--- src/hw/rtl/sgp_pkg.sv ---
package sgp_pkg;

	// Defaults for the top-level parameters
	localparam int WINDOW_MAX_DEF  = 256;
	localparam int SAMPLE_BITS_DEF = 16;

	// Field widths
	localparam int COEF_W  = 18;   // Q2.16 coefficient
	localparam int WLEN_W  = 9;    // window length register
	localparam int POWER_W = 48;   // saturated power
	localparam int ACC_W   = 32;   // recurrence state

	// Configuration port
	localparam int CFG_IDX_W  = 1;
	localparam int CFG_DATA_W = 18;

	localparam logic [CFG_IDX_W-1:0] REG_COEFFICIENT   = 1'd0;
	localparam logic [CFG_IDX_W-1:0] REG_WINDOW_LENGTH = 1'd1;

	localparam logic [WLEN_W-1:0] WLEN_RESET = 9'd256;

	// Job queue between the front and the engine
	localparam int JOB_FIFO_DEPTH = 2;

	// Engine status seen by the front and the job queue
	typedef struct packed {
		logic busy;   // a window is being evaluated
		logic pop;    // take the head job this cycle
	} eng_stat_t;

endpackage

--- src/hw/rtl/sgp_if.sv ---
interface sgp_sample_if #(
	parameter int SAMPLE_BITS = sgp_pkg::SAMPLE_BITS_DEF
);
	logic                          valid;
	logic                          ready;
	logic signed [SAMPLE_BITS-1:0] sample;
	logic                          end_of_block;

	modport source (output valid, output sample, output end_of_block, input ready);
	modport sink (input valid, input sample, input end_of_block, output ready);
endinterface


--- src/hw/rtl/sgp_front.sv ---
module sgp_front #(
	parameter int WINDOW_MAX  = sgp_pkg::WINDOW_MAX_DEF,
	parameter int SAMPLE_BITS = sgp_pkg::SAMPLE_BITS_DEF,
	localparam int PTR_W = $clog2(WINDOW_MAX),
	localparam int CNT_W = $clog2(WINDOW_MAX + 1)
) (
	input  logic                          clk,
	input  logic                          arst_n,
	sgp_sample_if.sink                    samples,
	input  logic [sgp_pkg::WLEN_W-1:0]    window_length,
	input  sgp_pkg::eng_stat_t            eng_stat,
	input  logic                          job_empty,
	output logic                          job_push,
	output logic [PTR_W-1:0]              job_start,
	output logic [CNT_W-1:0]              job_len,
	input  logic [PTR_W-1:0]              rd_addr,
	output logic signed [SAMPLE_BITS-1:0] rd_data
);
	import sgp_pkg::*;

	localparam int EXT_W = CNT_W + 1;

	logic signed [SAMPLE_BITS-1:0] ring [WINDOW_MAX];
	logic signed [SAMPLE_BITS-1:0] rd_data_q;
	logic [PTR_W-1:0]              wr_ptr_q;
	logic [PTR_W-1:0]              wr_ptr_next;
	logic [CNT_W-1:0]              fill_q;
	logic [CNT_W-1:0]              fill_next;
	logic [CNT_W-1:0]              eff_len;
	logic [EXT_W-1:0]              ptr_ext;
	logic [EXT_W-1:0]              len_ext;
	logic [EXT_W-1:0]              start_wide;
	logic                          accept;

	// Hold new samples while a window is queued or under evaluation: the
	// engine reads ring entries that the next write would replace.
	assign samples.ready = job_empty && !eng_stat.busy;
	assign accept        = samples.valid && samples.ready;

	always_comb begin
		if (window_length == '0) begin
			eff_len = CNT_W'(1);
		end else if (int'(window_length) > WINDOW_MAX) begin
			eff_len = CNT_W'(WINDOW_MAX);
		end else begin
			eff_len = CNT_W'(window_length);
		end
	end

	assign wr_ptr_next = (wr_ptr_q == PTR_W'(WINDOW_MAX - 1)) ? '0 : wr_ptr_q + 1'b1;
	assign fill_next   = (fill_q == CNT_W'(WINDOW_MAX)) ? fill_q : fill_q + 1'b1;

	// Oldest sample of the window ending at the entry just written
	always_comb begin
		ptr_ext = EXT_W'(wr_ptr_next);
		len_ext = EXT_W'(eff_len);
		if (ptr_ext >= len_ext) begin
			start_wide = ptr_ext - len_ext;
		end else begin
			start_wide = ptr_ext + EXT_W'(WINDOW_MAX) - len_ext;
		end
	end

	assign job_push  = accept && (fill_next >= eff_len);
	assign job_start = start_wide[PTR_W-1:0];
	assign job_len   = eff_len;
	assign rd_data   = rd_data_q;

	always_ff @(posedge clk or negedge arst_n) begin
		if (!arst_n) begin
			wr_ptr_q <= '0;
			fill_q   <= '0;
		end else if (accept) begin
			wr_ptr_q <= wr_ptr_next;
			fill_q   <= samples.end_of_block ? '0 : fill_next;
		end
	end

	always_ff @(posedge clk) begin
		if (accept) begin
			ring[wr_ptr_q] <= samples.sample;
		end
		rd_data_q <= ring[rd_addr];
	end

`ifndef ASSERT_OFF
	a_eob_restart: assert property (@(posedge clk) disable iff (!arst_n)
		(accept && samples.end_of_block) |=> (fill_q == '0))
		else $error("fill count not restarted after end of block");
	a_fill_bound: assert property (@(posedge clk) disable iff (!arst_n)
		fill_q <= CNT_W'(WINDOW_MAX))
		else $error("fill count beyond ring depth");
	a_hold_after_push: assert property (@(posedge clk) disable iff (!arst_n)
		job_push |=> !samples.ready)
		else $error("front open while a window is pending");
`endif

endmodule

--- src/flat_wrapper.sv ---
// flat-port wrapper written by rule: the top's interface ports become plain ports
module sgp_front_flat import sgp_pkg::*;
#(
	parameter int WINDOW_MAX  = sgp_pkg::WINDOW_MAX_DEF,
	parameter int SAMPLE_BITS = sgp_pkg::SAMPLE_BITS_DEF,
	localparam int PTR_W = $clog2(WINDOW_MAX),
	localparam int CNT_W = $clog2(WINDOW_MAX + 1)
)
  (clk, arst_n, window_length, eng_stat, job_empty, job_push, job_start, job_len, rd_addr, rd_data, samples_valid, samples_sample, samples_end_of_block, samples_ready);
  sgp_sample_if #(.SAMPLE_BITS(SAMPLE_BITS)) samples_i ();
  input  logic clk;
  input  logic arst_n;
  input  logic [sgp_pkg::WLEN_W-1:0] window_length;
  input  sgp_pkg::eng_stat_t eng_stat;
  input  logic job_empty;
  output logic job_push;
  output logic [PTR_W-1:0] job_start;
  output logic [CNT_W-1:0] job_len;
  input  logic [PTR_W-1:0] rd_addr;
  output logic signed [SAMPLE_BITS-1:0] rd_data;
  input wire logic [$bits(samples_i.valid)-1:0] samples_valid;
  input wire logic [$bits(samples_i.sample)-1:0] samples_sample;
  input wire logic [$bits(samples_i.end_of_block)-1:0] samples_end_of_block;
  output wire logic [$bits(samples_i.ready)-1:0] samples_ready;
  assign samples_i.valid = samples_valid;
  assign samples_i.sample = samples_sample;
  assign samples_i.end_of_block = samples_end_of_block;
  assign samples_ready = samples_i.ready;
  sgp_front #(.WINDOW_MAX(WINDOW_MAX), .SAMPLE_BITS(SAMPLE_BITS)) u_core (.clk(clk), .arst_n(arst_n), .samples(samples_i), .window_length(window_length), .eng_stat(eng_stat), .job_empty(job_empty), .job_push(job_push), .job_start(job_start), .job_len(job_len), .rd_addr(rd_addr), .rd_data(rd_data));
endmodule
--- config.mk ---
export PLATFORM = sky130hd
export DESIGN_NAME = sgp_front_flat
export DESIGN_NICKNAME = d
export VERILOG_FILES = /design/src/hw/rtl/sgp_pkg.sv /design/src/hw/rtl/sgp_if.sv /design/src/hw/rtl/sgp_front.sv /design/src/flat_wrapper.sv
export SDC_FILE = /design/constraint.sdc
export NUM_CORES = 2
export LEC_CHECK = 0
export BUFFER_PORTS_ARGS = -buffer_cell sky130_fd_sc_hd__buf_2
export CELL_PAD_IN_SITES_DETAIL_PLACEMENT = 2
export CELL_PAD_IN_SITES_GLOBAL_PLACEMENT = 2
export CORE_MARGIN = 3
export CORE_UTILIZATION = 45
export CTS_CLUSTER_DIAMETER = 80
export DETAILED_ROUTE_END_ITERATION = 7
export PLACE_DENSITY_LB_ADDON = 0.1
export REMOVE_ABC_BUFFERS = 1
export SETUP_SLACK_MARGIN = 0.15
export SLEW_MARGIN = 20
export SYNTH_ARGS = -nofsm -noshare
export SYNTH_HDL_FRONTEND = slang
export SYNTH_SLANG_ARGS = --single-unit
--- constraint.sdc ---
create_clock -name clk -period 4 [get_ports clk]
set_input_delay 0.6 -clock clk [delete_from_list [all_inputs] [get_ports clk]]
set_output_delay 0.6 -clock clk [all_outputs]
set_load 0.03 [all_outputs]
==> After elaboration in Yosys (flattened, before gate mapping) <==
Memory sizes are Yosys's and may differ from the RTL's. A register that Yosys moved wholly into a read port is not among the register bits.
Cells that the tools add are included.
{ "word_totals": {"ff_bits": 17, "ram_bits": 4096, "in_bits": 40, "n_memories": 1} }
{ "memory_table": {"columns": ["name", "depth", "word_bits", "read_ports", "rd_clocked_by_memory_dff", "write_ports", "line_no", "rtl"], "rows": [
  ["u_core.ring", 256, 16, 1, 1, 1, "sgp_front.sv:23", "logic signed [SAMPLE_BITS-1:0] ring [WINDOW_MAX];"]
]} }
{ "op_classes": {"addsub": 5, "magnitude_cmp": 3, "n_eq_ne": 2, "n_mux": 8, "n_reduce_logical": 5} }
{ "op_table": {"columns": ["cell", "count"], "rows": [
  ["2-to-1 mux 9 bit", 4],
  ["adder 8 x 1 -> 8 bit, second input constant", 2],
  ["2-to-1 mux 8 bit", 2],
  ["subtractor 8 bit", 2],
  ["adder 9 x 1 -> 9 bit, second input constant", 1],
  ["equality test 9 bit, second input constant", 1],
  [">= comparator 8 x 9 -> 1 bit", 1],
  [">= comparator 9 bit", 1],
  ["greater-than comparator 9 bit, second input constant", 1],
  ["logical NOT 9 bit", 1],
  ["equality test 8 bit, second input constant", 1],
  ["logical AND 1 bit", 3],
  ["2-to-1 mux 1 bit", 2],
  ["logical NOT 1 bit", 1]
]} }

==> Depth between registers and ports, before layout <==
{ "depth": {"ltp_word": 5, "ltp_mapped": 13, "mapped_depth_nobuf": 13} }

==> Least setup slack after synthesis <==
No wires, ideal clock.
{ "synth_path": {"kind": "input port to flip-flop", "start": "in job_empty", "end": "mem u_core.ring[147][0] (netlist name), enable pin", "arrival_time_ps": 3417, "slack_ps": 153, "path_stages": 5, "path_buffers": 1, "path_cell_list": "nor2b_1 -> and2_1 -> clkbuf_1 -> nand3_1 -> nor4_1"} }
{ "synth_between": {"elab_chain_len": 4} }
{ "synth_lines": {"columns": ["item", "line_no", "rtl"], "rows": [
  ["start, declared", "flat_wrapper.sv:15", "input logic job_empty;"],
  ["logical AND 1 bit", "sgp_front.sv:37", "assign samples.ready = job_empty && !eng_stat.busy;"],
  ["logical AND 1 bit", "sgp_front.sv:38", "assign accept = samples.valid && samples.ready;"],
  ["2-to-1 mux 1 bit", "sgp_front.sv:80", "if (accept) begin"],
  ["2-to-1 mux 1 bit (not written as such)", "sgp_front.sv:81", "ring[wr_ptr_q] <= samples.sample;"],
  ["end, declared", "sgp_front.sv:23", null]
]} }
Every way passes these cells.

==> Worst setup path in the final report <==
{ "layout_path": {"start": "reg u_core.fill_q[1]", "end": "out job_push"} }
{ "layout_between": {"elab_chain_len": 4} }
{ "layout_lines": {"columns": ["item", "line_no", "rtl"], "rows": [
  ["start, declared", "sgp_front.sv:27", "logic [CNT_W-1:0] fill_q;"],
  ["start signal, assigned", "sgp_front.sv:75", "fill_q <= samples.end_of_block ? '0 : fill_next;"],
  ["adder 9 x 1 -> 9 bit or equality test 9 bit (tied branches)", "sgp_front.sv:51", "assign fill_next = (fill_q == CNT_W'(WINDOW_MAX)) ? fill_q : fill_q + 1'b1;"],
  ["2-to-1 mux 9 bit *", "sgp_front.sv:51", null],
  [">= comparator 9 bit *", "sgp_front.sv:64", "assign job_push = accept && (fill_next >= eff_len);"],
  ["logical AND 1 bit *", "sgp_front.sv:64", null],
  ["end, declared", "flat_wrapper.sv:16", "output logic job_push;"]
]} }
Every way passes the cells marked *; elsewhere a longest branch is shown, timed or not.

==> key figures <==
Setup path
  – Highest-delay cell along the critical path: dfrtp_1
  – Crit Path Max Fanout: 4
  – Reg2reg end: u_core.rd_data[3]$_DFF_P_
  – CP Capture Point: job_push
  – WP data arrival: 3470 ps
  – Reg-to-reg critical path startpoint: u_core.ring[230][3]$_DFFE_PP_
  – WP buf/inv: 2
  – Crit path from: u_core.fill_q[1]$_DFFE_PN0P_
  – Worst path max stage delay: 410 ps
  – Worst Setup End Kind: primary output
  – Critical-path cell list: inv_2 > ha_4 > nor4b_4 > nand2_2 > xnor2_2 > ha_1 > nand2b_4 > a21o_1 > a21o_1 > a211oi_2 > o21ai_1 > o211ai_1 > a21oi_1 > buf_4
  – Worst EP required: 3400 ps
  – CP top delay family: compound AO/OA/AOI/OAI gates
  – Most used cell, CP: a21o_1
  – Critical path class: reg2out
  – Worst r2r path cells: 7
  – Crit path depth: 14
  – R2R setup slack: between 400 and 500 ps
  – Worst setup SP type: flop

Global routing
  – Global-route wire length before repair: 733 mm
  – GR Util All Layers: 0.291
  – Largest net degree at the start of global routing: 151
  – Initial antenna violation count: 35
  – Vias in the first global route: 88,400
  – Total grt overflow: 0

STA
  – Fmax: 0.246 GHz
  – Final Hold Vio Count: 0
  – Clock Skews: between 40 and 50 ps
  – Final Slew Violations: 0
  – Unrepaired setup endpoints after global routing: true
  – Slew @ Worst Pin: 1240 ps
  – Fin crit period: around 4100 ps
  – Slew margin rel.: 0.165
  – Setup-failing EPs final: 2
  – Tcrit/Tclk final: 1.02
  – Fin worst setup slack: -67.8 ps
  – Worst hold margin: 62.3 ps

Synthesis
  – Synth Warn #: 0
  – Most frequent cell after synthesis: edfxtp_1
  – Synth top area cells: edfxtp_1 78%, mux4_2 13%, mux2i_1 1.7%
  – Cells after Synth: 7,132
  – Post-synth ARST share: 0.00412
  – Most frequent cells after synthesis: 4,096 x edfxtp_1, 894 x mux4_2, 275 x mux2i_1
  – Flops & latches, synth: approximately 4,100
  – Synthesized cell area: 158,000 µm²
  – Seq/Total Area, Yosys: 0.782
  – Biggest area consumer among synthesized cells: edfxtp_1
  – Netlist cell types: 57
  – Ys flop type: edfxtp_1
  – Post-synth top area share: 0.777
  – Post-synth EDFFs: 4,096
  – Mean Syn Cell Area: between 20 and 25 µm²

Min path
  – Worst min-delay path category: in2reg
  – HP Start: samples_sample[6]

Clock network
  – Inserted Clock Buffers: 437
  – CTS max path bufs: 4
  – Clock-pin transition on the worst setup and hold timing paths: 50 ps
  – Clk_lat worst skew: 980 ps
  – Root Buffer: clkbuf_16
  – CTS tree: yes
  – Clk sinks: 4,129
  – Htree depth: 5

Die
  – Die height: between 500 and 600 µm
  – # IOs: 75
  – Die W: 599 µm
  – Die Footprint: 359,000 µm²
  – Core area: 350,000 µm²
  – Starting Density: 0.452
  – Row Count: 217

Placed design
  – Placer congestion estimate: 0.806
  – Input/output buffers: 73
  – Dpl ws: -563 ps
  – Post-DP HPWL: 313 mm

Power and ir drop
  – LEAKAGE: just under 60 nW
  – Maximum VDD drop: 0.000378 V
  – Pwr Density: 516 nW/µm²

Routing
  – Pre-antenna DRT Iters: 5
  – Detail Route Antenna Nets: 0
  – Routed WL: 522 mm
  – 1st-iter DRT viols: around 9,000
  – # DRC: 0
  – Routed len/inst: between 40 and 50 µm
  – Vias/cell: 6.28
  – Routed via count: 81,500

Run status
  – Failing checks: setup timing
  – Status: finished with violations

Layout
  – Layout cells sized above 1: 0.308
  – Syn-to-layout area delta: 16.3%
  – Final net count: 8,062

Flow run
  – Maxcap violations: 0
==> power by group <==
part	leakage, nW	internal [W]	switching [W]
clock network	6.93	0.0236	0.0174
logic	14.7	0.00218	0.00403
registers	37.1	0.0477	0.000154
total	58.8	0.0735	0.0216
==> per-layer routing <==
layer  global-route usage  vias to the layer above  share of wire
met1                0.385                    45400           0.39
li1                     -                    32200              -
met2                0.496                     3174           0.51
met4                0.113                        2          0.044
met5                    0                        -       0.000025
met3               0.0336                      786          0.054
==> how the worst min path moves through the flow <==
stage	endpoint	slack, ps	depth (start not counted)
final	u_core.ring[49][6]$_DFFE_PP_	60	1
after global routing	u_core.ring[57][6]$_DFFE_PP_	40	1
after CTS	u_core.ring[134][6]$_DFFE_PP_	30	1
after detailed placement	u_core.fill_q[8]$_DFFE_PN0P_	540	1
after global placement	u_core.fill_q[8]$_DFFE_PN0P_	540	1
after floorplan	u_core.fill_q[0]$_DFFE_PN0P_	300	0
==> flip-flops by register name, indices dropped and copies added, names as in the netlist <==
register and count:
u_core.ring 4096, u_core.rd_data 16, u_core.fill_q 9, u_core.wr_ptr_q 8
==> final cells by class <==
type                       count  area (µm²)
timing repair buffer         859        7910
antenna                       17        42.5
fill                       29700      166000
sequential                  4129      124000
clock inverter               262        2550
multi-input combinational   2555       32400
clock buffer                 546       11600
inverter                      17        81.3
tap                         4599        5750
==> stage by stage <==
step / setup TNS, ps / cell area [µm²] / utilization / total power, W / cells
floorplan: -36340 / 156000 / - / 0.0509 / 6701
global route: -688 / 184000 / 0.526 / 0.0976 / 13000
finish: -114 / 184000 / 0.526 / 0.0950 / 13000
detailed placement: -2180 / 169000 / 0.484 / 0.0546 / 12100
CTS: -186 / 184000 / 0.526 / 0.0956 / 13000
global placement: -1570 / 169000 / 0.484 / 0.0544 / 12100
==> placed cells by master (no fill, tap or decap), types with 19 or more instances in the layout <==
| master | n |
|---|---|
| nor3_1 | 69 |
| clkbuf_1 | 92 |
| bufinv_16 | 49 |
| nand4_1 | 19 |
| a211oi_1 | 44 |
| clkbuf_16 | 444 |
| o22ai_1 | 181 |
| buf_2 | 48 |
| buf_4 | 670 |
| edfxtp_1 | 4096 |
| a22oi_1 | 127 |
| a21oi_1 | 76 |
| buf_12 | 112 |
| a221oi_1 | 90 |
| a22o_1 | 139 |
| mux4_2 | 894 |
| nand2_1 | 57 |
| nor2_1 | 151 |
| nor4_1 | 29 |
| mux2i_1 | 275 |
| clkinv_1 | 106 |
| clkinv_2 | 86 |
| nand3_1 | 31 |
| nor2_2 | 119 |
==> cells by family (layout without fill, tap and decap cells) <==
group,after synthesis,after routing,share of synthesized area
flops,4129,4129,0.782
mux,1183,1183,0.146
compound gates,760,760,0.0354
simple gates,567,567,0.0163
buf+inv,448,1684,0.0175
fa+ha+maj,23,23,0.00187
xor+xnor,22,22,0.00122
other cells,0,17,0
==> timing repair <==
item	4_1_cts	5_1_grt
setup buffers	22	9
hold endpoints to repair	28	0
hold buffers	3	0
setup endpoints to repair	7	5
gates resized for setup	53	18
pin swaps	26	19
Note: power is estimated with default switching activity, not from simulation.
