[src/hw/rtl/sgp_pkg.sv]
package sgp_pkg;

	// Defaults for the top-level parameters
	localparam int WINDOW_MAX_DEF  = 256;
	localparam int SAMPLE_BITS_DEF = 16;

	// Field widths
	localparam int COEF_W  = 18;   // Q2.16 coefficient
	localparam int WLEN_W  = 9;    // window length register
	localparam int POWER_W = 48;   // saturated power
	localparam int ACC_W   = 32;   // recurrence state

	// Configuration port
	localparam int CFG_IDX_W  = 1;
	localparam int CFG_DATA_W = 18;

	localparam logic [CFG_IDX_W-1:0] REG_COEFFICIENT   = 1'd0;
	localparam logic [CFG_IDX_W-1:0] REG_WINDOW_LENGTH = 1'd1;

	localparam logic [WLEN_W-1:0] WLEN_RESET = 9'd256;

	// Job queue between the front and the engine
	localparam int JOB_FIFO_DEPTH = 2;

	// Engine status seen by the front and the job queue
	typedef struct packed {
		logic busy;   // a window is being evaluated
		logic pop;    // take the head job this cycle
	} eng_stat_t;

endpackage

[src/hw/rtl/sgp_job_fifo.sv]
module sgp_job_fifo #(
	parameter int W     = 8,
	parameter int DEPTH = sgp_pkg::JOB_FIFO_DEPTH
) (
	input  logic         clk,
	input  logic         arst_n,
	input  logic         push,
	input  logic [W-1:0] push_data,
	input  logic         pop,
	output logic [W-1:0] pop_data,
	output logic         empty
);
	import sgp_pkg::*;

	localparam int PTR_W = (DEPTH > 1) ? $clog2(DEPTH) : 1;
	localparam int CNT_W = $clog2(DEPTH + 1);

	logic [W-1:0]     mem_q [DEPTH];
	logic [PTR_W-1:0] rd_ptr_q;
	logic [PTR_W-1:0] wr_ptr_q;
	logic [CNT_W-1:0] count_q;

	assign empty    = (count_q == '0);
	assign pop_data = mem_q[rd_ptr_q];

	always_ff @(posedge clk or negedge arst_n) begin
		if (!arst_n) begin
			rd_ptr_q <= '0;
			wr_ptr_q <= '0;
			count_q  <= '0;
		end else begin
			if (push) begin
				wr_ptr_q <= (wr_ptr_q == PTR_W'(DEPTH - 1)) ? '0 : wr_ptr_q + 1'b1;
			end
			if (pop) begin
				rd_ptr_q <= (rd_ptr_q == PTR_W'(DEPTH - 1)) ? '0 : rd_ptr_q + 1'b1;
			end
			if (push && !pop) begin
				count_q <= count_q + 1'b1;
			end else if (pop && !push) begin
				count_q <= count_q - 1'b1;
			end
		end
	end

	always_ff @(posedge clk) begin
		if (push) begin
			mem_q[wr_ptr_q] <= push_data;
		end
	end

`ifndef ASSERT_OFF
	a_no_overflow: assert property (@(posedge clk) disable iff (!arst_n)
		push |-> (count_q != CNT_W'(DEPTH)))
		else $error("job queue pushed while full");
	a_no_underflow: assert property (@(posedge clk) disable iff (!arst_n)
		pop |-> !empty)
		else $error("job queue popped while empty");
	a_count_bound: assert property (@(posedge clk) disable iff (!arst_n)
		count_q <= CNT_W'(DEPTH))
		else $error("job queue count out of range");
`endif

endmodule

[config.mk]
export PLATFORM = sky130hd
export DESIGN_NAME = sgp_job_fifo
export DESIGN_NICKNAME = d
export VERILOG_FILES = /design/src/hw/rtl/sgp_pkg.sv /design/src/hw/rtl/sgp_job_fifo.sv
export SDC_FILE = /design/constraint.sdc
export NUM_CORES = 1
export LEC_CHECK = 0
export BUFFER_PORTS_ARGS = -buffer_cell sky130_fd_sc_hd__buf_2
export CORE_MARGIN = 2
export CORE_UTILIZATION = 52
export DETAILED_ROUTE_END_ITERATION = 12
export PLACE_DENSITY = 0.79
export RECOVER_POWER = 100
export SYNTH_ARGS = -nofsm -noshare
export SYNTH_HDL_FRONTEND = slang
export SYNTH_SLANG_ARGS = --single-unit
[constraint.sdc]
create_clock -name clk -period 2.9 [get_ports clk]
set_clock_uncertainty 0.2 [all_clocks]
set_input_delay 0.435 -clock clk [delete_from_list [all_inputs] [get_ports clk]]
set_output_delay 0.435 -clock clk [all_outputs]
set_load 0.01 [all_outputs]
## Word level (Yosys, flattened, before mapping)

Memories as Yosys holds them, arrays and structs flattened.
Index checks and enable logic that the tools add are counted.

- Add/sub/neg operators: 4
- Muxes and demuxes: 6
- Reduce and logical (&&, ||, !) cells: 6

Operators by type and width:

| cell | number |
|---|---|
| 2-to-1 mux 1 bit | 4 |
| 2-to-1 mux 2 bit | 2 |
| adder 1 bit, second input constant | 2 |
| adder 2 x 1 -> 2 bit, second input constant | 1 |
| logical AND 1 bit | 2 |
| zero test 1 bit | 2 |
| zero test 2 bit | 1 |
| nonzero test 2 bit | 1 |
| subtractor 2 x 1 -> 2 bit, second input constant | 1 |

- Register bits after elaboration: 4
- Bits in writable memories: 16
- Output and inout bits: 9
- Memories kept: 1

Memory list:

| memory | words | bits a word | read ports | clocked after Yosys merged registers in | write ports | RTL line | text |
|---|---|---|---|---|---|---|---|
| mem_q | 2 | 8 | 1 | 0 | 1 | sgp_job_fifo.sv:18 | `logic [W-1:0] mem_q [DEPTH];` |

## Longest topological paths before layout

Gate-level depths: netlist of the first run.

- Depth in word-level cells: 4
- Depth in mapped cells: 5

## Least setup slack after synthesis of the first run

OpenSTA, ideal clock, no wires.

- Kind: reg2out
- Start point: register rd_ptr_q
- End point: output pop_data[0]
- Arrival time: 0.801 ns
- Required time: 2.265 ns
- Setup slack: 1.464 ns
- Cell stages (with the launch flop): 3
- Path buffers: 1
- Cell sequence: dfrtp_1 > buf_6 > mux2_2

- Longest elaborated chain between the ends: 1

RTL lines:

| element | RTL line | text |
|---|---|---|
| start, declared | sgp_job_fifo.sv:19 | `logic [PTR_W-1:0] rd_ptr_q;` |
| start signal, assigned | sgp_job_fifo.sv:36 | `rd_ptr_q <= (rd_ptr_q == PTR_W'(DEPTH - 1)) ? '0 : rd_ptr_q + 1'b1;` |
| memory read (2 x 8 bit) | n/a |  |
| end, declared | sgp_job_fifo.sv:10 | `output logic [W-1:0] pop_data,` |

No other way between the ends.

## Final worst setup path of the first run

- Start point: register rd_ptr_q
- End point: output pop_data[4]

The elaborated chain is that of the path after synthesis.

==> results of run 1 <==
-- repair_timing --
| action | in CTS | in global routing |
|---|---|---|
| gates resized for setup | 0 | 0 |
| hold endpoints to repair | 4 | 0 |
| endpoints found under the setup margin | 0 | 0 |
| hold buffers | 1 | 0 |
-- worst max-delay path, delay by kind of cell (launching register included) --
kind / cells / cell delay, ns
DFF: 1 / 0.57
buffers and inverters: 1 / 0.12
muxes: 1 / 0.38
-- routing by layer --
metal | vias to the layer above | part of all wire | global-route usage | wire (um)
met2 | 15 | 0.48 | 0.228 | 484
met3 | 2 | 0.083 | 0.0647 | 84
met5 | - | 0 | 0 | 0
li1 | 193 | - | - | -
met4 | 0 | 0.0079 | 0.0563 | 8
met1 | 178 | 0.43 | 0.147 | 433
-- area by class of cell --
| cell class | count | area, um^2 | area share |
|---|---|---|---|
| Multi-Input combinational cell | 18 | 166 | 0.185 |
| Inverter | 1 | 3.75 | 0.00418 |
| Timing Repair Buffer | 21 | 92.6 | 0.103 |
| Tap cell | 15 | 18.8 | 0.0209 |
| Sequential cell | 20 | 581 | 0.646 |
| Clock buffer | 4 | 36.3 | 0.0404 |
-- kinds of logic (layout without fill, tap and decap cells) --
group	after synthesis	count (layout)	synth area share
flip-flops	20	20	0.762
adder cells (fa/ha/maj)	1	1	0.0164
AND/OR/NAND/NOR	4	4	0.0263
XOR/XNOR	5	5	0.0575
multiplexers	8	8	0.118
buffers and inverters	2	26	0.0197
-- path summary, 6_finish.rpt --
path | endpoint | slack, ns
setup / recovery | pop_data[4] | 0.90
hold / removal | rd_ptr_q$_DFFE_PN0P_ | 0.13
setup reg to reg | mem_q[0][3]$_DFFE_PP_ | 1.40
hold reg to reg | count_q[1]$_DFFE_PN0P_ | 0.28
max in group asynchronous | count_q[1]$_DFFE_PN0P_ | 1.99
min in group asynchronous | wr_ptr_q$_DFFE_PN0P_ | 0.31
-- sequential cells by signal (all words and copies together) (netlist names) --
signal / cells
mem_q: 16
rd_ptr_q: 1
count_q: 2
wr_ptr_q: 1
-- placed cells by master, fill, tap and decap left out --
| cell | synthesis | routed |
|---|---|---|
| xnor2_1 | 1 | 1 |
| buf_2 | 0 | 6 |
| dlygate4sd3_1 | 0 | 1 |
| xor2_1 | 4 | 4 |
| clkbuf_8 | 0 | 1 |
| clkbuf_4 | 0 | 3 |
| nor2_1 | 2 | 2 |
| nor2b_1 | 1 | 1 |
| clkbuf_1 | 0 | 14 |
| and2_0 | 0 | 1 |
| mux2_2 | 8 | 8 |
| dfrtp_1 | 4 | 4 |
| edfxtp_1 | 16 | 16 |
| ha_1 | 1 | 1 |
| inv_1 | 1 | 1 |
-- metrics by stage --
stage               cells   util  power, mW
global route           79  0.674      0.843
CTS                    79  0.687      0.818
floorplan              40      -      0.596
detailed placement     74  0.652      0.664
finish                 79  0.674      0.794
global placement       74  0.652      0.659
-- power groups by stage --
stage,Clock (mW),Sequential (mW),Combinational (mW)
after global placement,0,0.445,0.214
after CTS,0.157,0.442,0.219
after global routing,0.168,0.450,0.225
after detailed placement,0,0.448,0.216
after floorplan,0,0.420,0.177
final,0.153,0.440,0.201
==> flow_summary.toml, run 1 <==
[setup_path]
crit_chain = "mux2_2 -> clkbuf_1"
timing.rr.start = "wr_ptr_q$_DFFE_PN0P_"
max_stage_delay_ns = 0.57
critPathSlowestCell = "dfrtp_1"
start_kind = "register"
cp.required_ns = 2.27
cp-startpoint = "rd_ptr_q$_DFFE_PN0P_"
cp_data_arrival_time_ns = 1.37
ff2ff_path_depth = 1
endpoint_kind = "output port"
path_max_fanout = 9
path_class = "register to output port"

[placed_design]
dp_hpwl_um = 771
post-place-ws_ns = 1.20
dpl-instance-area_um2 = 870
place_congestion = 0.651
port-buffer-count = 20

[floorplanning]
dieArea_um2 = 1790
std_cell_rows = 13
core_um2 = 1330
start_util = 0.571
die_y_um = 42.3
top_level_ports = 21
die_w_um = 42.3

[power]
pwr-share-seq = 0.555
ir_worst_vdd_mv = 0.549
p_switching_mw = 0.227
switching_share = 0.286
powerDensity_nw_per_um2 = 884
p_leak_nw = 0.335
clockPowerShare = 0.192
internal_power_mw = 0.567
p_comb_frac = 0.253

[global_routing]
grt_pass1_wl_um = 1730
grt_pass1_vias = 406
grt_max_degree = 12
grt_usage = 0.136
grt-ovfl-total = 0
antenna_found_initial = 0

[sta]
rsz0062_at_grt = "false"
min_period_ns = 2.00
slew_headroom = 0.567
setup_ws_ns = 0.897
final.setup.tns_ns = 0
hold_viol_final = 0
setup-violations-final = 0
hold_ws_ns = 0.128
fmax_mhz = 499
tightest_slew_ns = 0.649
fin_crit_sh = 0.691
drv_slew = 0

[final_layout]
area_delta_synth_final_pct = 17.9
nFillCells = 112
postLayoutCellArea_um2 = 898
layout-drive-gt1-share = 0.281
num_antenna_cells = 0
nets = 78

[clock_network]
path_clk_slew_ns = 0.10
h-tree-depth = 1
clk_latency_ns = 0.29
clock_sinks = 20
cts_inserted_buffers = 3
postCtsSetupBuffers = 0
clockBufferDepth = 2
clockRootBuffer = "clkbuf_4"
cts_tree = "done"

[logic_synthesis]
syn_area_per_cell_um2 = 19.0
synth_fp_nets = 53
yosys_warnings = 0
synth.distinct_cells = 11
synthTopCellsByArea = "edfxtp_1, dfrtp_1, mux2_2"
synth_edf_count = 16
ys.flop_type = "edfxtp_1"
synthArstFlopShare = 0.200
ys_seq_area_frac = 0.762
yosysMostFrequentCell = "edfxtp_1"
netlist_area_um2 = 762
netlist_top_cells_count = "edfxtp_1, mux2_2, dfrtp_1, xor2_1, nor2_1"
yosysTopAreaCellShare = 0.631
synth_seq_cells = 20
yosys.area.top_type = "edfxtp_1"
netlist_instances = 40

[hold_path]
hp-class = "primary input to register"
holdPathStages = 2
min_from = "pop"

[routing]
ant_nets = 0
routed_via_density = 4.91
drc = 0
drtIter0Drc = 2
first_pass_iters = 2
dr_total_vias = 388
wl_per_cell_um = 12.8
wirelength_um = 1010

[run]
maxCapViolations = 0

[run_status]
outcome = "finished, final reports clean"
Power figures use the tool's default switching activity.
==> run 2, diff against run 1 <==
- CORE_UTILIZATION: 52 -> 44
- PLACE_DENSITY: 0.79 -> 0.72
- clock period: 2.9 -> 1.7 ns (I/O delays scaled with it)
==> flow_summary.toml, run 2 (synthesis results as in run 1) <==
[routing]
routed_via_density = 4.69
drc = 0
drtIter0Drc = 7
first_pass_iters = 3
dr_total_vias = 450
wl_per_cell_um = 13.8
ant_nets = 0
wirelength_um = 1320

[clock_network]
h-tree-depth = 1
clockBufferDepth = 2
clockRootBuffer = "clkbuf_4"
cts_inserted_buffers = 3
clock_sinks = 20
clk_latency_ns = 0.29
cts_tree = "done"
path_clk_slew_ns = 0.11

[floorplanning]
die_y_um = 45.6
top_level_ports = 21
die_w_um = 45.6
std_cell_rows = 15
start_util = 0.456
dieArea_um2 = 2080
core_um2 = 1670

[global_routing]
antenna_found_initial = 0
grt_max_degree = 12
grt_pass1_wl_um = 1930
grt_pass1_vias = 425
grt_usage = 0.136
grt-ovfl-total = 0

[placed_design]
dp_hpwl_um = 780
post-place-ws_ns = 0.155
port-buffer-count = 20
place_congestion = 0.688

[power]
internal_power_mw = 1.14
clockPowerShare = 0.140
p_leak_nw = 0.435
p_switching_mw = 0.440
powerDensity_nw_per_um2 = 1440
pwr-share-seq = 0.460
switching_share = 0.279
p_comb_frac = 0.401
ir_worst_vdd_mv = 0.764

[sta]
hold_viol_final = 0
fmax_mhz = 580
tightest_slew_ns = 0.394
fin_crit_sh = 1.01
slew_headroom = 0.737
rsz0062_at_grt = "true"
drv_slew = 0
setup_ws_ns = -0.0246
min_period_ns = 1.72
setup-violations-final = 7

[final_layout]
final_cell_mix = "edfxtp_1, dlygate4sd3_1, buf_6, mux2_2, clkbuf_1"
nets = 93
top_register = "mem_q"
num_antenna_cells = 0
fin_util = 0.656
layout.cells.most_common = "edfxtp_1"
largest_reg_flops = 16
area_delta_synth_final_pct = 43.8
layout-drive-gt1-share = 0.380
reg_top3 = "mem_q: 16 flops, count_q: 2 flops"

[setup_path]
path_class = "register to output port"
start_kind = "register"
cp.required_ns = 1.24
cp_data_arrival_time_ns = 1.27
ff2ff_path_depth = 1
endpoint_kind = "output port"
path_max_fanout = 4

[hold_path]
hp-class = "primary input to asynchronous set/reset pin"

[run]
maxCapViolations = 0

[run_status]
outcome = "complete, but fails checks"
violations = "setup timing"
[run 2: changes by cell type in the layout (fill, tap and decap cells not counted), sizes merged]
| cell | previous run | this run |
|---|---|---|
| buf | 6 | 19 |
| clkbuf | 18 | 10 |
| dlygate4sd3 | 1 | 11 |
[run 2: worst max-delay path: stages, from the launching register on]
cell and delay, ns:
dfrtp_2 0.39, buf_6 0.12, mux2_2 0.35, buf_6 0.13
[run 2: routing by layer]
layer | track usage | part of all wire | vias to the layer above
met3 | 0.0437 | 0.019 | 4
met1 | 0.168 | 0.41 | 215
met2 | 0.217 | 0.54 | 8
li1 | - | - | 223
met4 | 0.0588 | 0.029 | 0
met5 | 0 | 0 | -
[run 2: worst paths after layout]
kind                                   startpoint                     end  slack, ns
max                          rd_ptr_q$_DFFE_PN0P_             pop_data[2]      -0.02
max reg2reg                  wr_ptr_q$_DFFE_PN0P_   mem_q[1][3]$_DFFE_PP_       0.40
max in group asynchronous                  arst_n    rd_ptr_q$_DFFE_PN0P_       0.97
min                                        arst_n    wr_ptr_q$_DFFE_PN0P_       0.12
min in group clk           count_q[1]$_DFFE_PN0P_  count_q[1]$_DFFE_PN0P_       0.28
min reg2reg                count_q[1]$_DFFE_PN0P_  count_q[1]$_DFFE_PN0P_       0.28
[run 2: repair_timing]
item                       4_1_cts  5_1_grt
hold endpoints to repair        22        0
gates cloned                     0        0
setup endpoints to repair        8        8
pin swaps                        0        0
buffers inserted                 3        0
hold buffers                    11        0
resized for setup                6        7
[run 2: metrics by stage]
| step | power, mW | instances | instance area [um^2] | TNS (ns) | hold slack (ns) |
|---|---|---|---|---|---|
| floorplan | 1.02 | 40 | 762 | 0 | -0.241 |
| CTS | 1.49 | 96 | 1060 | -0.0552 | 0.0802 |
| global placement | 1.15 | 78 | 887 | 0 | -0.137 |
| detailed placement | 1.16 | 78 | 887 | 0 | -0.134 |
| global route | 1.66 | 96 | 1100 | -0.380 | 0.129 |
| finish | 1.58 | 96 | 1100 | -0.0585 | 0.120 |
[run 2: layout make-up]
cell class | instances | area [um^2]
multi-input combinational | 18 | 166
fill | 118 | 574
timing repair buffer | 36 | 297
clock buffer | 4 | 26.3
tap | 17 | 21.3
sequential | 20 | 582
inverter | 1 | 3.75
[run 2: power by group through the flow]
| stage | Sequential [mW] | Clock, mW | Combinational (mW) |
|---|---|---|---|
| after floorplan | 0.716 | 0 | 0.301 |
| after global placement | 0.761 | 0 | 0.387 |
| after detailed placement | 0.766 | 0 | 0.390 |
| after CTS | 0.721 | 0.228 | 0.542 |
| after global routing | 0.739 | 0.243 | 0.674 |
| final | 0.724 | 0.220 | 0.632 |
==> run 3, diff against run 2 <==
- BUFFER_PORTS_ARGS: -buffer_cell sky130_fd_sc_hd__buf_2 -> -buffer_cell sky130_fd_sc_hd__buf_4
==> flow_summary.toml, run 3 (synthesis results as in run 1) <==
[sta]
drv_slew = 0
fmax_mhz = 574
hold_ws_ns = 0.133
slew_headroom = 0.735
final.setup.tns_ns = -0.280
tightest_slew_ns = 0.398
min_period_ns = 1.74
fin_crit_sh = 1.02
setup_ws_ns = -0.0416
rsz0062_at_grt = "true"
hold_viol_final = 0
setup-violations-final = 8

[setup_path]
endpoint_kind = "output port"
cp.required_ns = 1.24
max_stage_delay_ns = 0.43
path_class = "register to output port"
critPathSlowestCell = "dfrtp_2"
path_max_fanout = 5
cp_data_arrival_time_ns = 1.29
timing.rr.start = "wr_ptr_q$_DFFE_PN0P_"
crit_chain = "buf_6 -> mux2_4 -> buf_6"
cp-startpoint = "rd_ptr_q$_DFFE_PN0P_"
start_kind = "register"
crit_top_cell = "buf_6"

[routing]
wl_per_cell_um = 14.2
drc = 0
routed_via_density = 4.81
drtIter0Drc = 18
ant_nets = 0
wirelength_um = 1360
dr_total_vias = 462
first_pass_iters = 4

[final_layout]
postLayoutCellArea_um2 = 1140
seq_area_um2 = 582
layout.cells.most_common = "edfxtp_1"
num_antenna_cells = 0
nets = 93
reg_top3 = "mem_q: 16 flops, count_q: 2 flops"
largest_reg_flops = 16
fin_cells = 96
area_delta_synth_final_pct = 50.2
fin_util = 0.685
final_cell_mix = "edfxtp_1, dlygate4sd3_1, clkbuf_4, buf_6"
top_register = "mem_q"
multiInputGateArea_um2 = 189
nFillCells = 120
layout-drive-gt1-share = 0.405

[floorplanning]
dieArea_um2 = 2080
die_w_um = 45.6
start_util = 0.456
die_y_um = 45.6
core_um2 = 1670
top_level_ports = 21
std_cell_rows = 15

[power]
powerDensity_nw_per_um2 = 1450
ir_worst_vdd_mv = 0.681
power_mw = 1.66
p_leak_nw = 0.472

[placed_design]
placed_cells_incl_taps = 78
dp_hpwl_um = 813
post-place-ws_ns = 0.154
dpl-instance-area_um2 = 937
port-buffer-count = 20
place_congestion = 0.658

[run_status]
outcome = "complete, but fails checks"
violations = "setup timing"

[run]
maxCapViolations = 0

[clock_network]
clockRootBuffer = "clkbuf_4"
path_clk_slew_ns = 0.11
clock_sinks = 20
clockBufferDepth = 2
clk_latency_ns = 0.29
h-tree-depth = 1
cts_tree = "done"
cts_inserted_buffers = 3

[global_routing]
grt_pass1_wl_um = 2070
antenna_found_initial = 0
grt-ovfl-total = 0
grt_max_degree = 12
grt_pass1_vias = 471
grt_usage = 0.146

[hold_path]
hp-class = "primary input to asynchronous set/reset pin"
## run 3: cell types whose count changed in the layout (fill, tap and decap cells not counted), sizes merged
cell / before / now
buf: 19 / 12
clkbuf: 10 / 17
## run 3: worst paths after layout
kind / slack, ns / endpoint / cells past startpoint
worst max-delay path: -0.04 / pop_data[5] / 3
worst min-delay path: 0.13 / wr_ptr_q$_DFFE_PN0P_ / 2
worst max register to register: 0.37 / mem_q[0][0]$_DFFE_PP_ / 2
worst min register to register: 0.27 / count_q[1]$_DFFE_PN0P_ / 1
max in group asynchronous: 0.97 / rd_ptr_q$_DFFE_PN0P_ / 2
min in group clk: 0.27 / count_q[1]$_DFFE_PN0P_ / 1
## run 3: layout make-up
class / instances / share of cell area
inverters: 1 / 0.00328
repair buffers: 36 / 0.273
clock buffers: 4 / 0.0317
multi-input cells: 18 / 0.165
well taps: 17 / 0.0186
flip-flops and latches: 20 / 0.508
## run 3: worst max-delay path: cells and delay by family, from the launching register on
kind / cells / cell delay (ns)
buffers and inverters: 2 / 0.26
multiplexers: 1 / 0.30
flip-flops: 1 / 0.43
## run 3: per-layer routing
metal / routed length (um) / vias up / GRT usage
met5: 0 / - / 0
met4: 0 / 0 / 0.0529
met3: 23 / 0 / 0.0357
met2: 774 / 8 / 0.231
met1: 564 / 232 / 0.193
li1: - / 222 / -
## run 3: power by group
| part | leakage [nW] | internal [mW] | switching (mW) |
|---|---|---|---|
| combinational | 0.255 | 0.404 | 0.268 |
| sequential | 0.196 | 0.668 | 0.0580 |
| clock | 0.0210 | 0.130 | 0.132 |
## run 3: repair_timing
item                                    in CTS  in global routing
hold endpoints to repair                    22                  0
hold buffers                                11                  0
gates resized for setup                      9                 10
setup buffers                                3                  0
gates cloned                                 0                  0
endpoints found under the setup margin       8                  8
